**config.mk**
```make
export PLATFORM = sky130hd
export DESIGN_NAME = rgb565_to_hsv_flat
export DESIGN_NICKNAME = d
export VERILOG_FILES = /design/src/design/r2h_pkg.sv /design/src/design/r2h_ifs.sv /design/src/design/rgb565_to_hsv.sv /design/src/design/r2h_div_stage.sv /design/src/flat_wrapper.sv
export SDC_FILE = /design/constraint.sdc
export NUM_CORES = 1
export LEC_CHECK = 0
export ABC_CLOCK_PERIOD_IN_PS = 8100
export BUFFER_PORTS_ARGS = -buffer_cell sky130_fd_sc_hd__buf_2
export CAP_MARGIN = 30
export CORE_UTILIZATION = 64
export DETAILED_ROUTE_END_ITERATION = 6
export GPL_TIMING_DRIVEN = 0
export PLACE_DENSITY_LB_ADDON = 0.08
export SLEW_MARGIN = 0
export SYNTH_ARGS = -nofsm -noshare
export SYNTH_HDL_FRONTEND = slang
export SYNTH_SLANG_ARGS = --single-unit
```
**constraint.sdc**
```tcl
create_clock -name clk -period 8.1 [get_ports clk]
set_input_delay 0.405 -clock clk [delete_from_list [all_inputs] [get_ports clk]]
set_output_delay 0.405 -clock clk [all_outputs]
set_load 0.01 [all_outputs]
```
**src/design/r2h_pkg.sv**
```systemverilog
// ----------------------------------------------------------------------------
// RGB565 to HSV package
// Widths, codes, pipeline records and the division step shared by the
// converter files.
// ----------------------------------------------------------------------------
`default_nettype none

package r2h_pkg;

  localparam int PIX_W = 16;
  localparam int HUE_W = 15;
  localparam int SAT_W = 13;
  localparam int VAL_W = 8;
  localparam int CH_W  = 8;
  localparam int QS_W  = 13;
  localparam int QH_W  = 12;
  localparam int NUM_W = CH_W + QH_W;
  localparam int HS_W  = 16;

  localparam int HUE_SIXTH = 3840;
  localparam int HUE_FULL  = 23040;

  localparam int DIV_STEPS  = 4;
  localparam int DIV_STAGES = 3;

  localparam logic [1:0] SECT_RED   = 2'd0;
  localparam logic [1:0] SECT_GREEN = 2'd1;
  localparam logic [1:0] SECT_BLUE  = 2'd2;

  typedef struct packed {
    logic [CH_W-1:0]   vmax;
    logic [CH_W-1:0]   delta;
    logic [1:0]        sector;
    logic signed [CH_W:0] diff;
  } r2h_front_t;

  typedef struct packed {
    logic [CH_W-1:0] vmax;
    logic [CH_W-1:0] delta;
    logic [1:0]      sector;
    logic            neg;
    logic [CH_W-1:0] srem;
    logic [QS_W-1:0] squo;
    logic [CH_W-1:0] hrem;
    logic [QH_W-1:0] hnum;
    logic [QH_W-1:0] hquo;
  } r2h_div_t;

  // One restoring division step: returns the quotient bit over the new remainder.
  function automatic logic [CH_W:0] div_step(input logic [CH_W-1:0] rem,
                                             input logic in_bit,
                                             input logic [CH_W-1:0] dvs);
    logic [CH_W:0] t;
    logic [CH_W:0] d;
    logic [CH_W:0] s;
    begin
      t = {rem, in_bit};
      d = {1'b0, dvs};
      s = t - d;
      if (t >= d) begin
        div_step = {1'b1, s[CH_W-1:0]};
      end else begin
        div_step = {1'b0, t[CH_W-1:0]};
      end
    end
  endfunction

endpackage

`default_nettype wire

```
**src/design/r2h_ifs.sv**
```systemverilog
// ----------------------------------------------------------------------------
// RGB565 to HSV channel interfaces
// Valid/ready channels for the pixel input and the HSV result.
// ----------------------------------------------------------------------------
`default_nettype none

interface r2h_pixel_if import r2h_pkg::*; ();
  logic             valid;
  logic             ready;
  logic [PIX_W-1:0] pixel;

  modport source(output valid, output pixel, input ready);
  modport sink(input valid, input pixel, output ready);
endinterface

interface r2h_hsv_if import r2h_pkg::*; ();
  logic             valid;
  logic             ready;
  logic [HUE_W-1:0] hue;
  logic [SAT_W-1:0] saturation;
  logic [VAL_W-1:0] brightness;

  modport source(output valid, output hue, output saturation, output brightness,
                 input ready);
  modport sink(input valid, input hue, input saturation, input brightness,
               output ready);
endinterface

`default_nettype wire

```
**src/design/rgb565_to_hsv.sv**
```systemverilog
// ----------------------------------------------------------------------------
// RGB565 to HSV converter
// Converts one RGB565 pixel to hue in 1/64 degree, saturation in Q1.12 and
// brightness as the largest widened channel.
// ----------------------------------------------------------------------------
//  Channel  Role     Payload                          Handshake
//  pix      sink     pixel[15:0]                      valid / ready
//  hsv      source   hue[14:0] saturation[12:0]       valid / ready
//                    brightness[7:0]
//
// One pixel is taken every cycle unless the output stalls; there are six
// register stages. The two divisions take twelve restoring steps each, four
// per stage over three stages, which sets the pipeline depth.
// Synchronous reset clears the valid bits of all stages.
// A stage loads whenever it is empty or the stage after it moves, so bubbles
// close up and a stalled output never drops or repeats an item.
`default_nettype none

module rgb565_to_hsv import r2h_pkg::*; (
  input wire logic  clk,
  input wire logic  rst,
  r2h_pixel_if.sink pix,
  r2h_hsv_if.source hsv
);

  logic [CH_W-1:0] r;
  logic [CH_W-1:0] g;
  logic [CH_W-1:0] b;
  logic [CH_W-1:0] mx;
  logic [CH_W-1:0] mn;
  r2h_front_t      front_next;
  r2h_front_t      fa;
  logic            va;
  logic            adv_a;

  logic [CH_W:0]   absd9;
  logic [NUM_W-1:0] num;
  logic            q_top;
  r2h_div_t        fb_next;

  r2h_div_t        dq [DIV_STAGES+1];
  logic            dv [DIV_STAGES+1];
  logic            adv [DIV_STAGES+1];

  logic signed [HS_W-1:0] base;
  logic signed [HS_W-1:0] hq;
  logic signed [HS_W-1:0] h;
  logic [HUE_W-1:0] hue_next;
  logic [SAT_W-1:0] sat_next;

  logic             out_valid;
  logic             adv_o;
  logic [HUE_W-1:0] out_hue;
  logic [SAT_W-1:0] out_sat;
  logic [VAL_W-1:0] out_val;

  assign adv_o = !out_valid || hsv.ready;

  genvar k;
  generate
    for (k = 0; k < DIV_STAGES + 1; k++) begin : g_adv
      if (k == DIV_STAGES) begin : g_last
        assign adv[k] = !dv[k] || adv_o;
      end else begin : g_mid
        assign adv[k] = !dv[k] || adv[k+1];
      end
    end
  endgenerate

  assign adv_a     = !va || adv[0];
  assign pix.ready = adv_a;

  always_comb begin
    r  = {pix.pixel[15:11], 3'b000};
    g  = {pix.pixel[10:5], 2'b00};
    b  = {pix.pixel[4:0], 3'b000};
    mx = r;
    mn = r;
    if (g > mx) mx = g;
    if (b > mx) mx = b;
    if (g < mn) mn = g;
    if (b < mn) mn = b;
    front_next.vmax  = mx;
    front_next.delta = mx - mn;
    if (mx == r) begin
      front_next.sector = SECT_RED;
      front_next.diff   = {1'b0, g} - {1'b0, b};
    end else if (mx == g) begin
      front_next.sector = SECT_GREEN;
      front_next.diff   = {1'b0, b} - {1'b0, r};
    end else begin
      front_next.sector = SECT_BLUE;
      front_next.diff   = {1'b0, r} - {1'b0, g};
    end
  end

  always_ff @(posedge clk) begin
    if (rst) begin
      va <= 1'b0;
    end else if (adv_a) begin
      va <= pix.valid;
    end
  end

  always_ff @(posedge clk) begin
    if (adv_a) begin
      fa <= front_next;
    end
  end

  // The hue numerator is |diff| * 3840, formed as |diff| * 4096 - |diff| * 256.
  always_comb begin
    absd9 = fa.diff[CH_W] ? ((CH_W+1)'(0) - fa.diff) : fa.diff;
    num   = {absd9[CH_W-1:0], {QH_W{1'b0}}} - {4'b0000, absd9[CH_W-1:0], 8'h00};
    q_top = (fa.delta == fa.vmax);
    fb_next.vmax   = fa.vmax;
    fb_next.delta  = fa.delta;
    fb_next.sector = fa.sector;
    fb_next.neg    = fa.diff[CH_W];
    fb_next.srem   = q_top ? '0 : fa.delta;
    fb_next.squo   = {{(QS_W-1){1'b0}}, q_top};
    fb_next.hrem   = num[NUM_W-1:QH_W];
    fb_next.hnum   = num[QH_W-1:0];
    fb_next.hquo   = '0;
  end

  always_ff @(posedge clk) begin
    if (rst) begin
      dv[0] <= 1'b0;
    end else if (adv[0]) begin
      dv[0] <= va;
    end
  end

  always_ff @(posedge clk) begin
    if (adv[0]) begin
      dq[0] <= fb_next;
    end
  end

  generate
    for (k = 0; k < DIV_STAGES; k++) begin : g_div
      r2h_div_stage u_div_stage (
        .clk      (clk),
        .rst      (rst),
        .advance  (adv[k+1]),
        .in_valid (dv[k]),
        .in_data  (dq[k]),
        .out_valid(dv[k+1]),
        .out_data (dq[k+1])
      );
    end
  endgenerate

  always_comb begin
    case (dq[DIV_STAGES].sector)
      SECT_RED:   base = HS_W'(0);
      SECT_GREEN: base = HS_W'(2 * HUE_SIXTH);
      SECT_BLUE:  base = HS_W'(4 * HUE_SIXTH);
      default:    base = HS_W'(0);
    endcase
    hq = $signed({{(HS_W-QH_W){1'b0}}, dq[DIV_STAGES].hquo});
    h  = dq[DIV_STAGES].neg ? (base - hq) : (base + hq);
    if (h < 0) h = h + HS_W'(HUE_FULL);
    if (dq[DIV_STAGES].delta == '0) begin
      hue_next = '0;
      sat_next = '0;
    end else begin
      hue_next = h[HUE_W-1:0];
      sat_next = dq[DIV_STAGES].squo;
    end
  end

  always_ff @(posedge clk) begin
    if (rst) begin
      out_valid <= 1'b0;
    end else if (adv_o) begin
      out_valid <= dv[DIV_STAGES];
    end
  end

  always_ff @(posedge clk) begin
    if (adv_o) begin
      out_hue <= hue_next;
      out_sat <= sat_next;
      out_val <= dq[DIV_STAGES].vmax;
    end
  end

  assign hsv.valid      = out_valid;
  assign hsv.hue        = out_hue;
  assign hsv.saturation = out_sat;
  assign hsv.brightness = out_val;

endmodule

`default_nettype wire

```
**src/design/r2h_div_stage.sv**
```systemverilog
// ----------------------------------------------------------------------------
// RGB565 to HSV division stage
// One pipeline register stage that runs a few restoring steps of both the
// saturation and the hue division.
// ----------------------------------------------------------------------------
`default_nettype none

module r2h_div_stage import r2h_pkg::*; (
  input  wire logic     clk,
  input  wire logic     rst,
  input  wire logic     advance,
  input  wire logic     in_valid,
  input  wire r2h_div_t in_data,
  output logic          out_valid,
  output r2h_div_t      out_data
);

  r2h_div_t        stage_next;
  logic [CH_W:0]   st_s;
  logic [CH_W:0]   st_h;

  always_comb begin
    stage_next = in_data;
    st_s = '0;
    st_h = '0;
    for (int i = 0; i < DIV_STEPS; i++) begin
      st_s = div_step(stage_next.srem, 1'b0, stage_next.vmax);
      stage_next.srem = st_s[CH_W-1:0];
      stage_next.squo = {stage_next.squo[QS_W-2:0], st_s[CH_W]};
      st_h = div_step(stage_next.hrem, stage_next.hnum[QH_W-1], stage_next.delta);
      stage_next.hrem = st_h[CH_W-1:0];
      stage_next.hquo = {stage_next.hquo[QH_W-2:0], st_h[CH_W]};
      stage_next.hnum = {stage_next.hnum[QH_W-2:0], 1'b0};
    end
  end

  always_ff @(posedge clk) begin
    if (rst) begin
      out_valid <= 1'b0;
    end else if (advance) begin
      out_valid <= in_valid;
    end
  end

  always_ff @(posedge clk) begin
    if (advance) begin
      out_data <= stage_next;
    end
  end

endmodule

`default_nettype wire

```
**src/flat_wrapper.sv**
```systemverilog
// flat-port wrapper written by rule: the top's interface ports become plain ports
module rgb565_to_hsv_flat import r2h_pkg::*;
  (clk, rst, pix_valid, pix_pixel, pix_ready, hsv_valid, hsv_hue, hsv_saturation, hsv_brightness, hsv_ready);
  r2h_pixel_if pix_i ();
  r2h_hsv_if hsv_i ();
  input wire logic clk;
  input wire logic rst;
  input wire logic [$bits(pix_i.valid)-1:0] pix_valid;
  input wire logic [$bits(pix_i.pixel)-1:0] pix_pixel;
  output wire logic [$bits(pix_i.ready)-1:0] pix_ready;
  output wire logic [$bits(hsv_i.valid)-1:0] hsv_valid;
  output wire logic [$bits(hsv_i.hue)-1:0] hsv_hue;
  output wire logic [$bits(hsv_i.saturation)-1:0] hsv_saturation;
  output wire logic [$bits(hsv_i.brightness)-1:0] hsv_brightness;
  input wire logic [$bits(hsv_i.ready)-1:0] hsv_ready;
  assign pix_i.valid = pix_valid;
  assign pix_i.pixel = pix_pixel;
  assign pix_ready = pix_i.ready;
  assign hsv_valid = hsv_i.valid;
  assign hsv_hue = hsv_i.hue;
  assign hsv_saturation = hsv_i.saturation;
  assign hsv_brightness = hsv_i.brightness;
  assign hsv_i.ready = hsv_ready;
  rgb565_to_hsv u_core (.clk(clk), .rst(rst), .pix(pix_i), .hsv(hsv_i));
endmodule
```
# After elaboration in Yosys (flattened, before gate mapping)
# Cells that the tools add are included.
dict set report totals {
  regBits 269
  input_bits 20
  output_inout_bits 38
  wordCells 161
}
dict set report op_classes {
  addsub 33
  order_cmp 29
  n_eq_ne 5
  mux 34
  reduce_logical 13
}
# op count
set ops {}
lappend ops {{9-bit 2-to-1 mux} 25}
lappend ops {{9-bit by 8-bit greater-or-equal comparator with 1-bit output} 24}
lappend ops {{8-bit subtractor} 25}
lappend ops {{8-bit 2-to-1 mux} 5}
lappend ops {{14-bit one-hot mux with 2 select lines} 1}
lappend ops {{8-bit by 8-bit subtractor with 9-bit output} 3}
lappend ops {{8-bit equality test} 3}
lappend ops {{20-bit by 16-bit subtractor with 20-bit output} 1}
lappend ops {{8-bit > comparator} 2}
lappend ops {{16-bit by 1-bit < comparator with 1-bit output (second input constant)} 1}
lappend ops {{8-bit < comparator} 2}
lappend ops {{16-bit 2-to-1 mux} 1}
lappend ops {{14-bit by 12-bit adder with 15-bit output} 1}
lappend ops {{15-bit adder (second input constant)} 1}
lappend ops {{15-bit 2-to-1 mux} 1}
lappend ops {{14-bit by 12-bit subtractor with 15-bit output} 1}
lappend ops {{11-bit 2-to-1 mux} 1}
lappend ops {{8-bit zero test} 1}
lappend ops {{1-bit by 8-bit subtractor with 8-bit output (first input constant)} 1}
lappend ops {{1-bit zero test} 6}
lappend ops {{1-bit logical OR} 6}
lappend ops {{2-bit by 1-bit equality test with 1-bit output (second input constant)} 1}
lappend ops {{2-bit equality test (second input constant)} 1}

# Logic depth before layout (Yosys ltp)
# Gate-level depths: netlist of the first run.
dict set report depth {
  depth_word 8
  mapped_depth 35
  mapped_depth_nobuf 34
}

# Cells and area by module
# A second synthesis of the first run with hierarchy kept.
dict set report hier_totals {
  cells_unflattened 2166
  hier_area_um2 22447.8
}
# mod n_inst cells_each area_each_um2 seq_area_each_um2
set modules_own_cells {}
lappend modules_own_cells {rgb565_to_hsv 1 593 6013.3 2732.6}
lappend modules_own_cells {{r2h_div_stage at u_core.g_div[2].u_div_stage} 1 545 5526.6 2062.0}
lappend modules_own_cells {{r2h_div_stage at u_core.g_div[0].u_div_stage} 1 513 5470.2 2062.0}
lappend modules_own_cells {{r2h_div_stage at u_core.g_div[1].u_div_stage} 1 515 5437.7 2062.0}

# Least setup slack after synthesis of the first run
# Ideal clock, no wire load.
dict set report synth_timing {
  kind {reg-to-reg}
  start {register u_core.g_div[0].u_div_stage.out_data[67] in the netlist's numbering}
  end {register u_core.g_div[1].u_div_stage.out_data[48] in the netlist's numbering, data pin}
  setup_ps 260
  arrival_time_ps 6960
  t_required_ps 7840
  slack_ps 880
  stages_incl_launch_ff 32
  path_buffers 1
  period_less_slack_ps 7220
  path_cell_list {edfxtp_1 > inv_1 > ha_1 > nor2b_1 > o21a_1 > o31a_1 > nor2_1 > mux2_2 > ha_1 > o21a_1 > o31a_1 > o311ai_1 > o311a_4 > inv_2 > and3_1 > a211o_1 > ha_1 > and3_1 > o21ai_0 > nand3_1 > a21oi_1 > and3_1 > nor2_1 > mux2_2 > ha_1 > a21boi_0 > o21ai_0 > inv_1 > o21a_1 > or4_1 > buf_2 > mux2_4}
}
dict set report synth_via {
  elab_chain_cells 8
  elab_cells_between_ends 12
  classes_between {add/sub: 4; order compare: 4; mux: 4}
}
# item line
set synth_lines {}
lappend synth_lines {{start, declared} r2h_div_stage.sv:15} ;# output r2h_div_t out_data
lappend synth_lines {{start signal, assigned} r2h_div_stage.sv:47} ;# out_data <= stage_next;
lappend synth_lines {{8-bit subtractor / 9-bit by 8-bit greater-or-equal comparator with 1-bit output (equally long branches)} {r2h_pkg.sv:59, r2h_pkg.sv:60}}
lappend synth_lines {{9-bit 2-to-1 mux} r2h_pkg.sv:60} ;# if (t >= d) begin
lappend synth_lines {{8-bit subtractor / 9-bit by 8-bit greater-or-equal comparator with 1-bit output (equally long branches)} {r2h_pkg.sv:59, r2h_pkg.sv:60}}
lappend synth_lines {{9-bit 2-to-1 mux} r2h_pkg.sv:60}
lappend synth_lines {{9-bit by 8-bit greater-or-equal comparator with 1-bit output / 8-bit subtractor (equally long branches)} {r2h_pkg.sv:60, r2h_pkg.sv:59}}
lappend synth_lines {{9-bit 2-to-1 mux} r2h_pkg.sv:60}
lappend synth_lines {{8-bit subtractor / 9-bit by 8-bit greater-or-equal comparator with 1-bit output (equally long branches)} {r2h_pkg.sv:59, r2h_pkg.sv:60}}
lappend synth_lines {{9-bit 2-to-1 mux *} r2h_pkg.sv:60}
lappend synth_lines {{net u_core.g_div[1].u_div_stage.st_s[3]} r2h_div_stage.sv:19} ;# logic [CH_W:0] st_s;
lappend synth_lines {{end signal, assigned} r2h_div_stage.sv:47}
lappend synth_lines {{end, declared} r2h_div_stage.sv:15}
# The timed path passes the listed nets; every way through them passes the cells marked *.
# A chain may end at the register's enable or synchronous reset.

# Worst setup path in the final report of the first run
dict set report layout_timing {
  start {register u_core.dq[283] in the netlist's numbering}
  end {register u_core.g_div[0].u_div_stage.out_data[52] in the netlist's numbering, data pin}
}
dict set report layout_via {
  elab_chain_cells 8
  elab_cells_between_ends 12
  classes_between {add/sub: 4; order compare: 4; mux: 4}
}
# item line
set layout_lines {}
lappend layout_lines {{start, declared} rgb565_to_hsv.sv:41} ;# r2h_div_t dq [DIV_STAGES+1];
lappend layout_lines {{8-bit subtractor / 9-bit by 8-bit greater-or-equal comparator with 1-bit output (equally long branches)} {r2h_pkg.sv:59, r2h_pkg.sv:60}}
lappend layout_lines {{9-bit 2-to-1 mux} r2h_pkg.sv:60}
lappend layout_lines {{8-bit subtractor / 9-bit by 8-bit greater-or-equal comparator with 1-bit output (equally long branches)} {r2h_pkg.sv:59, r2h_pkg.sv:60}}
lappend layout_lines {{9-bit 2-to-1 mux} r2h_pkg.sv:60}
lappend layout_lines {{8-bit subtractor / 9-bit by 8-bit greater-or-equal comparator with 1-bit output (equally long branches)} {r2h_pkg.sv:59, r2h_pkg.sv:60}}
lappend layout_lines {{9-bit 2-to-1 mux} r2h_pkg.sv:60}
lappend layout_lines {{8-bit subtractor / 9-bit by 8-bit greater-or-equal comparator with 1-bit output (equally long branches)} {r2h_pkg.sv:59, r2h_pkg.sv:60}}
lappend layout_lines {{9-bit 2-to-1 mux *} r2h_pkg.sv:60}
lappend layout_lines {{net u_core.g_div[0].u_div_stage.st_s[7]} r2h_div_stage.sv:19}
# Marks and branches as above.

==> results of run 1 <==
layer usage:
layer / up-vias / share of wire, % / GRT usage (%)
met5: - / 0 / 0
met4: 0 / 2.6 / 8.182
met3: 79 / 4.7 / 3.039
met2: 307 / 48 / 44.74
met1: 5487 / 45 / 34.01
li1: 5769 / - / -
flip-flops by register name (all words and copies together) (netlist names):
name / cells
u_core.hsv.brightness: 6
u_core.g_div.u_div_stage.out_valid: 3
u_core.fa: 21
u_core.dv: 1
u_core.va: 1
u_core.hsv.valid: 1
u_core.dq: 32
u_core.hsv.saturation: 13
u_core.hsv.hue: 15
u_core.g_div.u_div_stage.out_data: 120
stage by stage:
stage               instances  hold slack, ns  setup TNS, ns
CTS                      1944         0.09344              0
global route             1959          0.1302        -0.1013
detailed placement       1900          0.4045         -2.006
finish                   1959          0.1110              0
global placement         1895          0.4011         -1.201
floorplan                1516          0.4003              0
worst paths after layout:
kind / start / endpoint / slack [ns] / cells after the start
max: u_core.dq[283]$_DFFE_PP_ / u_core.g_div[0].u_div_stage.out_data[52]$_DFFE_PP_ / 0.31 / 30
min: pix_valid / u_core.va$_SDFFE_PP0P_ / 0.11 / 3
max reg2reg: u_core.dq[283]$_DFFE_PP_ / u_core.g_div[0].u_div_stage.out_data[52]$_DFFE_PP_ / 0.31 / 30
min reg2reg: u_core.dq[270]$_DFFE_PP_ / u_core.g_div[0].u_div_stage.out_data[54]$_DFFE_PP_ / 0.40 / 0
worst min-delay path, stage by stage:
cell and delay, ns:
buf_2 0.09, inv_1 0.04, a21oi_1 0.05
area by class of cell:
class                      instances  area, sq um  share of cell area [%]
multi-input combinational       1135         9125                   51.22
inverter                         145        544.3                   3.055
sequential                       213         6336                   35.57
clock buffer                      28        615.6                   3.456
buffer                            21        111.4                  0.6251
tap                              324        405.4                   2.276
clock inverter                    16        163.9                  0.9201
timing repair buffer              77        513.0                   2.880
cell families after synthesis:
family / share of synthesized area [%]
fa+ha+maj: 15.70
other cells: 0.02348
mux: 6.402
compound gates: 16.02
simple gates: 11.07
flops: 39.68
buf+inv: 4.129
xor+xnor: 6.966
repair_timing:
| item | in CTS | in global routing |
|---|---|---|
| endpoints found under the setup margin | 17 | 27 |
| buffers inserted | 0 | 17 |
| pin swaps | 0 | 9 |
| gates cloned | 0 | 0 |
| resized for setup | 8 | 40 |
placed cells by master (no fill, tap or decap), drive strengths merged, types with 8 or more instances in the layout:
master  instances
a21oi          87
xor2           50
nor3           15
a211oi         17
inv           147
a21o           50
mux2i          29
nand2b         14
fa             14
xnor2          77
nand2          52
o31ai          12
clkinv         11
mux2           63
edfxtp        207
o21ai          63
buf            86
and2           30
ha            178
o21a           25
a31oi          14
or2             9
nor2          125
o31a            8
o21bai         10
clkbuf         40
nand3          22
and3           18
nor2b          38
==> results.yml, run 1 <==
run_status:
  outcome: "finished, final reports clean"
floorplanning:
  die_x_um: 160.0
  initial_core_util_pct: 65.47
  core_area_sq_um: 24390
  dieHeight_um: 160.0
  io_pins: 58
  std_cell_rows: 57
  dieArea_sq_um: 25590
setup_path:
  critPathKind: "flip-flop to flip-flop"
  crit_path_top_delay_cell: "edfxtp_1"
  path_delay_family: "compound AO/OA/AOI/OAI gates"
  cp_slowest_stage_delay_ns: 0.46
  crit_arrival_ns: 8.07
  start_kind: "flip-flop"
  required_ns: 8.37
  crit_fanout: 7
  cp_num_buf_inv: 3
  end_kind: "flip-flop"
  cp_common_cell: "mux2_2"
place:
  dp_hpwl_um: 24960
  io_buffers: 55
  place_area_sq_um: 16770
  place_congestion: 0.9147
  dp_worst_setup_slack_ns: -0.3047
sta:
  finalMaxSlewViolations: 0
  tightest_slew_ns: 0.8318
  worst_slack_ns: 0.3093
  clock.fmax_ghz: 0.1284
  finalCriticalPeriod_ns: 7.791
  skew_ns: 0.02036
  finalCritPeriodShare_pct: 96.18
  hold_viol_final: 0
  max-slew-margin-rel_pct: 44.48
  setup_viol: 0
layout:
  nets: 1829
  drive_gt1_share_pct: 15.72
  fillers: 1778
  areaGrowthSynthToFinish_pct: 11.57
  final_area_sq_um: 17810
  n_antenna_cell: 0
  utilization_pct: 73.04
detailed_routing:
  first_pass_iters: 5
  dr.first_iter.drc_count: 664
  via_count: 11642
  drc: 0
  avgViaCountPerCell: 5.943
  wl_um: 32860
  wl_per_cell_um: 16.77
  ant_nets: 0
logic_synthesis:
  synth_top_flop_cell: "edfxtp_1"
  yosysMostFrequentCell: "edfxtp_1"
  ys_seq_area_share_pct: 39.68
  synthCells: 1515
  async_flop_share_pct: 0
  synth.distinct_cells: 85
  syn_area_sq_um: 15970
  synth-seq-cells: 213
  ys_warn_count: 0
  synth_top_area_share_pct: 38.93
  synth_area_per_cell_sq_um: 10.54
  synth_edf_count: 207
  yosysTopAreaCell: "edfxtp_1"
  synthTopCellsByArea: "edfxtp_1 39%, ha_1 14%, xnor2_1 4.2%"
  synth_commonest_cells: "207 x edfxtp_1, 178 x ha_1, 143 x inv_1, 123 x nor2_1, 87 x a21oi_1"
global_routing:
  grt_overflow: 0
  grt_pass1_wl_um: 54410
  grt_pass1_vias: 11398
  grt.total_usage_pct: 25.89
  antenna_found_initial: 0
  grt_max_degree: 40
clock_tree:
  cts_max_level: 1
  cts.clk_slew.worst_paths_ns: 0.06
  cts_buffers: 24
  clk_path_buf_depth: 3
  clock-root-buffer: "clkbuf_16"
  cts.hold.buffers_added: 0
  cts_tree: "done"
  cts_sinks: 213
  clock_latency_ns: 0.53
worst_hold_path:
  worstHoldPathType: "input port to flip-flop"
flow_run:
  maxCapViolCount: 0
Power of run 1 is left out: the tool's default activity adds up to more than one toggle a clock period on the data nets, which glitch-free logic cannot reach.
==> run 2: changes to the inputs <==
Settings changed: ABC_AREA set to 1, CORE_UTILIZATION 64 to 65, SYNTH_HIERARCHICAL set to 1.
==> results.yml, run 2 <==
run_status:
  outcome: "finished, final reports clean"
clock_tree:
  cts_sinks: 247
  clk_path_buf_depth: 3
  clock-root-buffer: "clkbuf_16"
  clock_latency_ns: 0.54
  cts.clk_slew.worst_paths_ns: 0.06
  cts_max_level: 1
  cts_tree: "done"
  cts.hold.buffers_added: 0
  cts_buffers: 27
global_routing:
  antenna_found_initial: 0
  grt_pass1_wl_um: 80040
  grt_max_degree: 40
  grt_pass1_vias: 16944
  grt_overflow: 0
  grt.total_usage_pct: 28.96
setup_path:
  end_kind: "flip-flop"
  required_ns: 8.38
  start_kind: "flip-flop"
  crit_arrival_ns: 7.76
  crit_fanout: 10
  cp_common_cell: "nand2_1"
  crit_path_top_delay_cell: "edfxtp_1"
  cp_slowest_stage_delay_ns: 0.41
  critPathKind: "flip-flop to flip-flop"
sta:
  setup_viol: 0
  fin_tns_setup_ns: 0
  finalCritPeriodShare_pct: 92.39
  max-slew-margin-rel_pct: 43.14
  tightest_slew_ns: 0.8519
  skew_ns: 0.01900
  clock.fmax_ghz: 0.1336
  hold_viol_final: 0
  finalCriticalPeriod_ns: 7.483
  worst_slack_ns: 0.6165
  finalMaxSlewViolations: 0
floorplanning:
  std_cell_rows: 66
  dieArea_sq_um: 34120
  dieHeight_um: 184.7
  initial_core_util_pct: 66.36
  core_area_sq_um: 32700
  io_pins: 58
  die_x_um: 184.7
layout:
  top_regs: "u_core/g_div.u_div_stage/out_data: 152 flops, u_core/dq: 32 flops, u_core/fa: 21 flops"
  n_antenna_cell: 0
  drive_gt1_share_pct: 13.13
  layout_common_cells: "699 x nand2_1, 407 x inv_1, 241 x edfxtp_1, 227 x ha_1, 155 x nor2_1"
  areaGrowthSynthToFinish_pct: 9.231
  regMostFlops: "u_core/g_div.u_div_stage/out_data"
  largest_reg_flops: 152
  final_common_cell: "nand2_1"
  nets: 3084
detailed_routing:
  wl_um: 48180
  wl_per_cell_um: 14.68
  ant_nets: 0
  avgViaCountPerCell: 5.466
  via_count: 17941
  first_pass_iters: 7
  dr.first_iter.drc_count: 1266
  drc: 0
flow_run:
  maxCapViolCount: 0
place:
  place_congestion: 0.9537
  io_buffers: 57
  dp_hpwl_um: 38190
  dp_worst_setup_slack_ns: 0.6993
worst_hold_path:
  worstHoldPathType: "input port to flip-flop"
logic_synthesis:
  syn_area_sq_um: 21700
  synthCells: 2696
  synth_area_per_cell_sq_um: 8.049
  ys_warn_count: 6
-- run 2: layout make-up --
cell class	instances	area, sq um
fillers	2604	8997
clock buffers	34	721.9
repair buffers	65	407.9
multi-input cells	2022	12640
plain buffers	20	175.2
clock inverters	16	197.7
inverters	436	1648
well taps	442	553.0
flip-flops and latches	247	7357
-- run 2: path summary, 6_finish.rpt --
kind                            slack, ns  depth (start not counted)                                            endpoint                                               start
worst max register to register       0.62                         41  u_core/g_div[1].u_div_stage/out_data[51]$_DFFE_PP_  u_core/g_div[0].u_div_stage/out_data[65]$_DFFE_PP_
worst min-delay path                 0.15                          3                              u_core/va$_SDFFE_PP0P_                                           pix_valid
worst min register to register       0.41                          0  u_core/g_div[2].u_div_stage/out_data[44]$_DFFE_PP_  u_core/g_div[1].u_div_stage/out_data[40]$_DFFE_PP_
worst max-delay path                 0.62                         41  u_core/g_div[1].u_div_stage/out_data[51]$_DFFE_PP_  u_core/g_div[0].u_div_stage/out_data[65]$_DFFE_PP_
-- run 2: timing repair --
action,4_1_cts,5_1_grt
setup buffers,0,2
setup endpoints to repair,0,1
resized for setup,0,2
-- run 2: layer usage --
layer	GRT usage, %	routed length (um)	up-vias
met3	2.746	2428	76
met4	7.934	1079	0
li1	-	-	9091
met1	37.34	21200	8265
met5	0	0	-
met2	51.67	23470	509
-- run 2: through the flow --
| stage | hold WS, ns | instance area, sq um | util [%] | std cells |
|---|---|---|---|---|
| after global placement | 0.4010 | 22650 | 69.26 | 3224 |
| final | 0.1459 | 23700 | 72.49 | 3282 |
| after floorplan | 0.4003 | 21810 | - | 2725 |
| after global routing | 0.1308 | 23700 | 72.49 | 3282 |
| after detailed placement | 0.4045 | 22760 | 69.60 | 3229 |
| after CTS | 0.1141 | 23680 | 72.41 | 3279 |
-- run 2: worst max-delay path, delay by kind of cell, from the launching register on --
| family | cells | cell delay (ns) |
|---|---|---|
| and+or+nand+nor | 20 | 2.30 |
| buffers and inverters | 6 | 0.76 |
| adders and majority gates | 5 | 1.52 |
| AOI/OAI and AO/OA | 10 | 2.19 |
| DFF | 1 | 0.41 |
Power of run 2 is left out for the same reason.
==> run 3: changes to the inputs <==
Settings changed: BUFFER_PORTS_ARGS -buffer_cell sky130_fd_sc_hd__buf_2 to -buffer_cell sky130_fd_sc_hd__buf_4.
==> results.yml, run 3 (synthesis results as in run 2) <==
run_status:
  outcome: "finished, final reports clean"
worst_hold_path:
  hold_path_end: "u_core/va$_SDFFE_PP0P_"
  hp-start: "rst"
  worstHoldPathType: "input port to flip-flop"
  hold_depth: 2
sta:
  finalMaxSlewViolations: 0
  hold-worst-slack_ns: 0.08234
  tightest_slew_ns: 0.8280
  skew_ns: 0.02370
  finalCritPeriodShare_pct: 92.91
  finalCriticalPeriod_ns: 7.526
  max-slew-margin-rel_pct: 44.74
  hold_viol_final: 0
  clock.fmax_ghz: 0.1329
  worst_slack_ns: 0.5743
  fin_tns_setup_ns: 0
  rsz0062_at_grt: "false"
  setup_viol: 0
setup_path:
  start_kind: "flip-flop"
  reg2reg_slack_ns: 0.57
  reg2reg_to: "u_core/g_div[1].u_div_stage/out_data[28]$_DFFE_PP_"
  cp_slowest_stage_delay_ns: 0.52
  crit_path_top_delay_cell: "edfxtp_1"
  reg2regPathDepth: 43
  reg2reg_from: "u_core/g_div[0].u_div_stage/out_data[57]$_DFFE_PP_"
  required_ns: 8.40
  end_kind: "flip-flop"
  crit_fanout: 10
  crit_arrival_ns: 7.82
  cp_common_cell: "nand2_1"
  critPathKind: "flip-flop to flip-flop"
detailed_routing:
  via_count: 17876
  drc: 0
  ant_nets: 0
  wl_per_cell_um: 14.92
  avgViaCountPerCell: 5.440
  wl_um: 49030
  first_pass_iters: 6
  dr.first_iter.drc_count: 1296
clock_tree:
  cts_tree: "done"
  cts_buffers: 27
  cts_sinks: 247
  clock_latency_ns: 0.54
  clock-root-buffer: "clkbuf_16"
  cts_max_level: 1
  clk_path_buf_depth: 3
  cts.clk_slew.worst_paths_ns: 0.06
layout:
  areaGrowthSynthToFinish_pct: 9.883
  regMostFlops: "u_core/g_div.u_div_stage/out_data"
  utilization_pct: 72.92
  regArea_sq_um: 7357
  nets: 3087
  fillers: 2602
  final_common_cell: "nand2_1"
  top_regs: "u_core/g_div.u_div_stage/out_data: 152 flops, u_core/dq: 32 flops, u_core/fa: 21 flops"
  layout_common_cells: "699 x nand2_1, 407 x inv_1, 241 x edfxtp_1, 227 x ha_1, 155 x nor2_1"
  drive_gt1_share_pct: 13.16
  largest_reg_flops: 152
  multiInputGateArea_sq_um: 12640
global_routing:
  grt_max_degree: 40
  grt_pass1_vias: 16949
  antenna_found_initial: 1
  grt_pass1_wl_um: 80560
  grt.total_usage_pct: 29.27
  grt_overflow: 0
place:
  place_congestion: 0.9719
  dp_worst_setup_slack_ns: 0.7551
  io_buffers: 57
  dp_hpwl_um: 38430
floorplanning:
  core_area_sq_um: 32700
  dieArea_sq_um: 34120
  initial_core_util_pct: 66.36
  std_cell_rows: 66
  die_x_um: 184.7
  io_pins: 58
  dieHeight_um: 184.7
flow_run:
  maxCapViolCount: 0
run 3: cell type report:
type / instances / share of cell area (%)
Multi-Input combinational cell: 2022 / 53.02
Timing Repair Buffer: 68 / 2.403
Tap cell: 442 / 2.319
Antenna cell: 1 / 0.01049
Buffer: 20 / 0.7346
Sequential cell: 247 / 30.85
Clock inverter: 11 / 0.5982
Inverter: 436 / 6.910
Clock buffer: 39 / 3.148
run 3: how the worst max path moves through the flow:
stage,start,endpoint,depth (start not counted),slack [ns]
after global placement,u_core/g_div[0].u_div_stage/out_data[57]$_DFFE_PP_,u_core/g_div[1].u_div_stage/out_data[27]$_DFFE_PP_,43,0.94
final,u_core/g_div[0].u_div_stage/out_data[57]$_DFFE_PP_,u_core/g_div[1].u_div_stage/out_data[28]$_DFFE_PP_,43,0.57
after global routing,u_core/g_div[0].u_div_stage/out_data[57]$_DFFE_PP_,u_core/g_div[1].u_div_stage/out_data[31]$_DFFE_PP_,43,0.0005
after floorplan,u_core/g_div[0].u_div_stage/out_data[57]$_DFFE_PP_,u_core/g_div[1].u_div_stage/out_data[24]$_DFFE_PP_,43,1.97
after CTS,u_core/g_div[0].u_div_stage/out_data[57]$_DFFE_PP_,u_core/g_div[1].u_div_stage/out_data[28]$_DFFE_PP_,43,0.70
after detailed placement,u_core/g_div[0].u_div_stage/out_data[57]$_DFFE_PP_,u_core/g_div[1].u_div_stage/out_data[28]$_DFFE_PP_,43,0.76
run 3: per-stage QoR:
stage               instances  area [sq um]
global route             3285         23840
finish                   3286         23850
global placement         3224         22790
CTS                      3279         23800
detailed placement       3229         22900
floorplan                2725         21810
run 3: metal layers:
metal / global-route usage (%) / share of wire (%) / up-vias
met3: 2.490 / 5.0 / 96
met2: 50.73 / 48 / 507
met1: 38.75 / 44 / 8189
met4: 9.157 / 2.8 / 0
li1: - / - / 9084
met5: 0 / 0 / -
run 3: what timing repair did:
action	4_1_cts	5_1_grt
resized for setup	0	2
setup endpoints to repair	0	9
hold buffers	0	0
setup buffers	0	5
run 3: worst max-delay path: cells and delay by family (launching register included):
kind            cells  cell delay, ns
buf+inv             7            0.88
compound gates      9            2.02
fa+ha+maj           4            1.37
flops               1            0.52
simple gates       23            2.48
Power of run 3 is left out for the same reason.
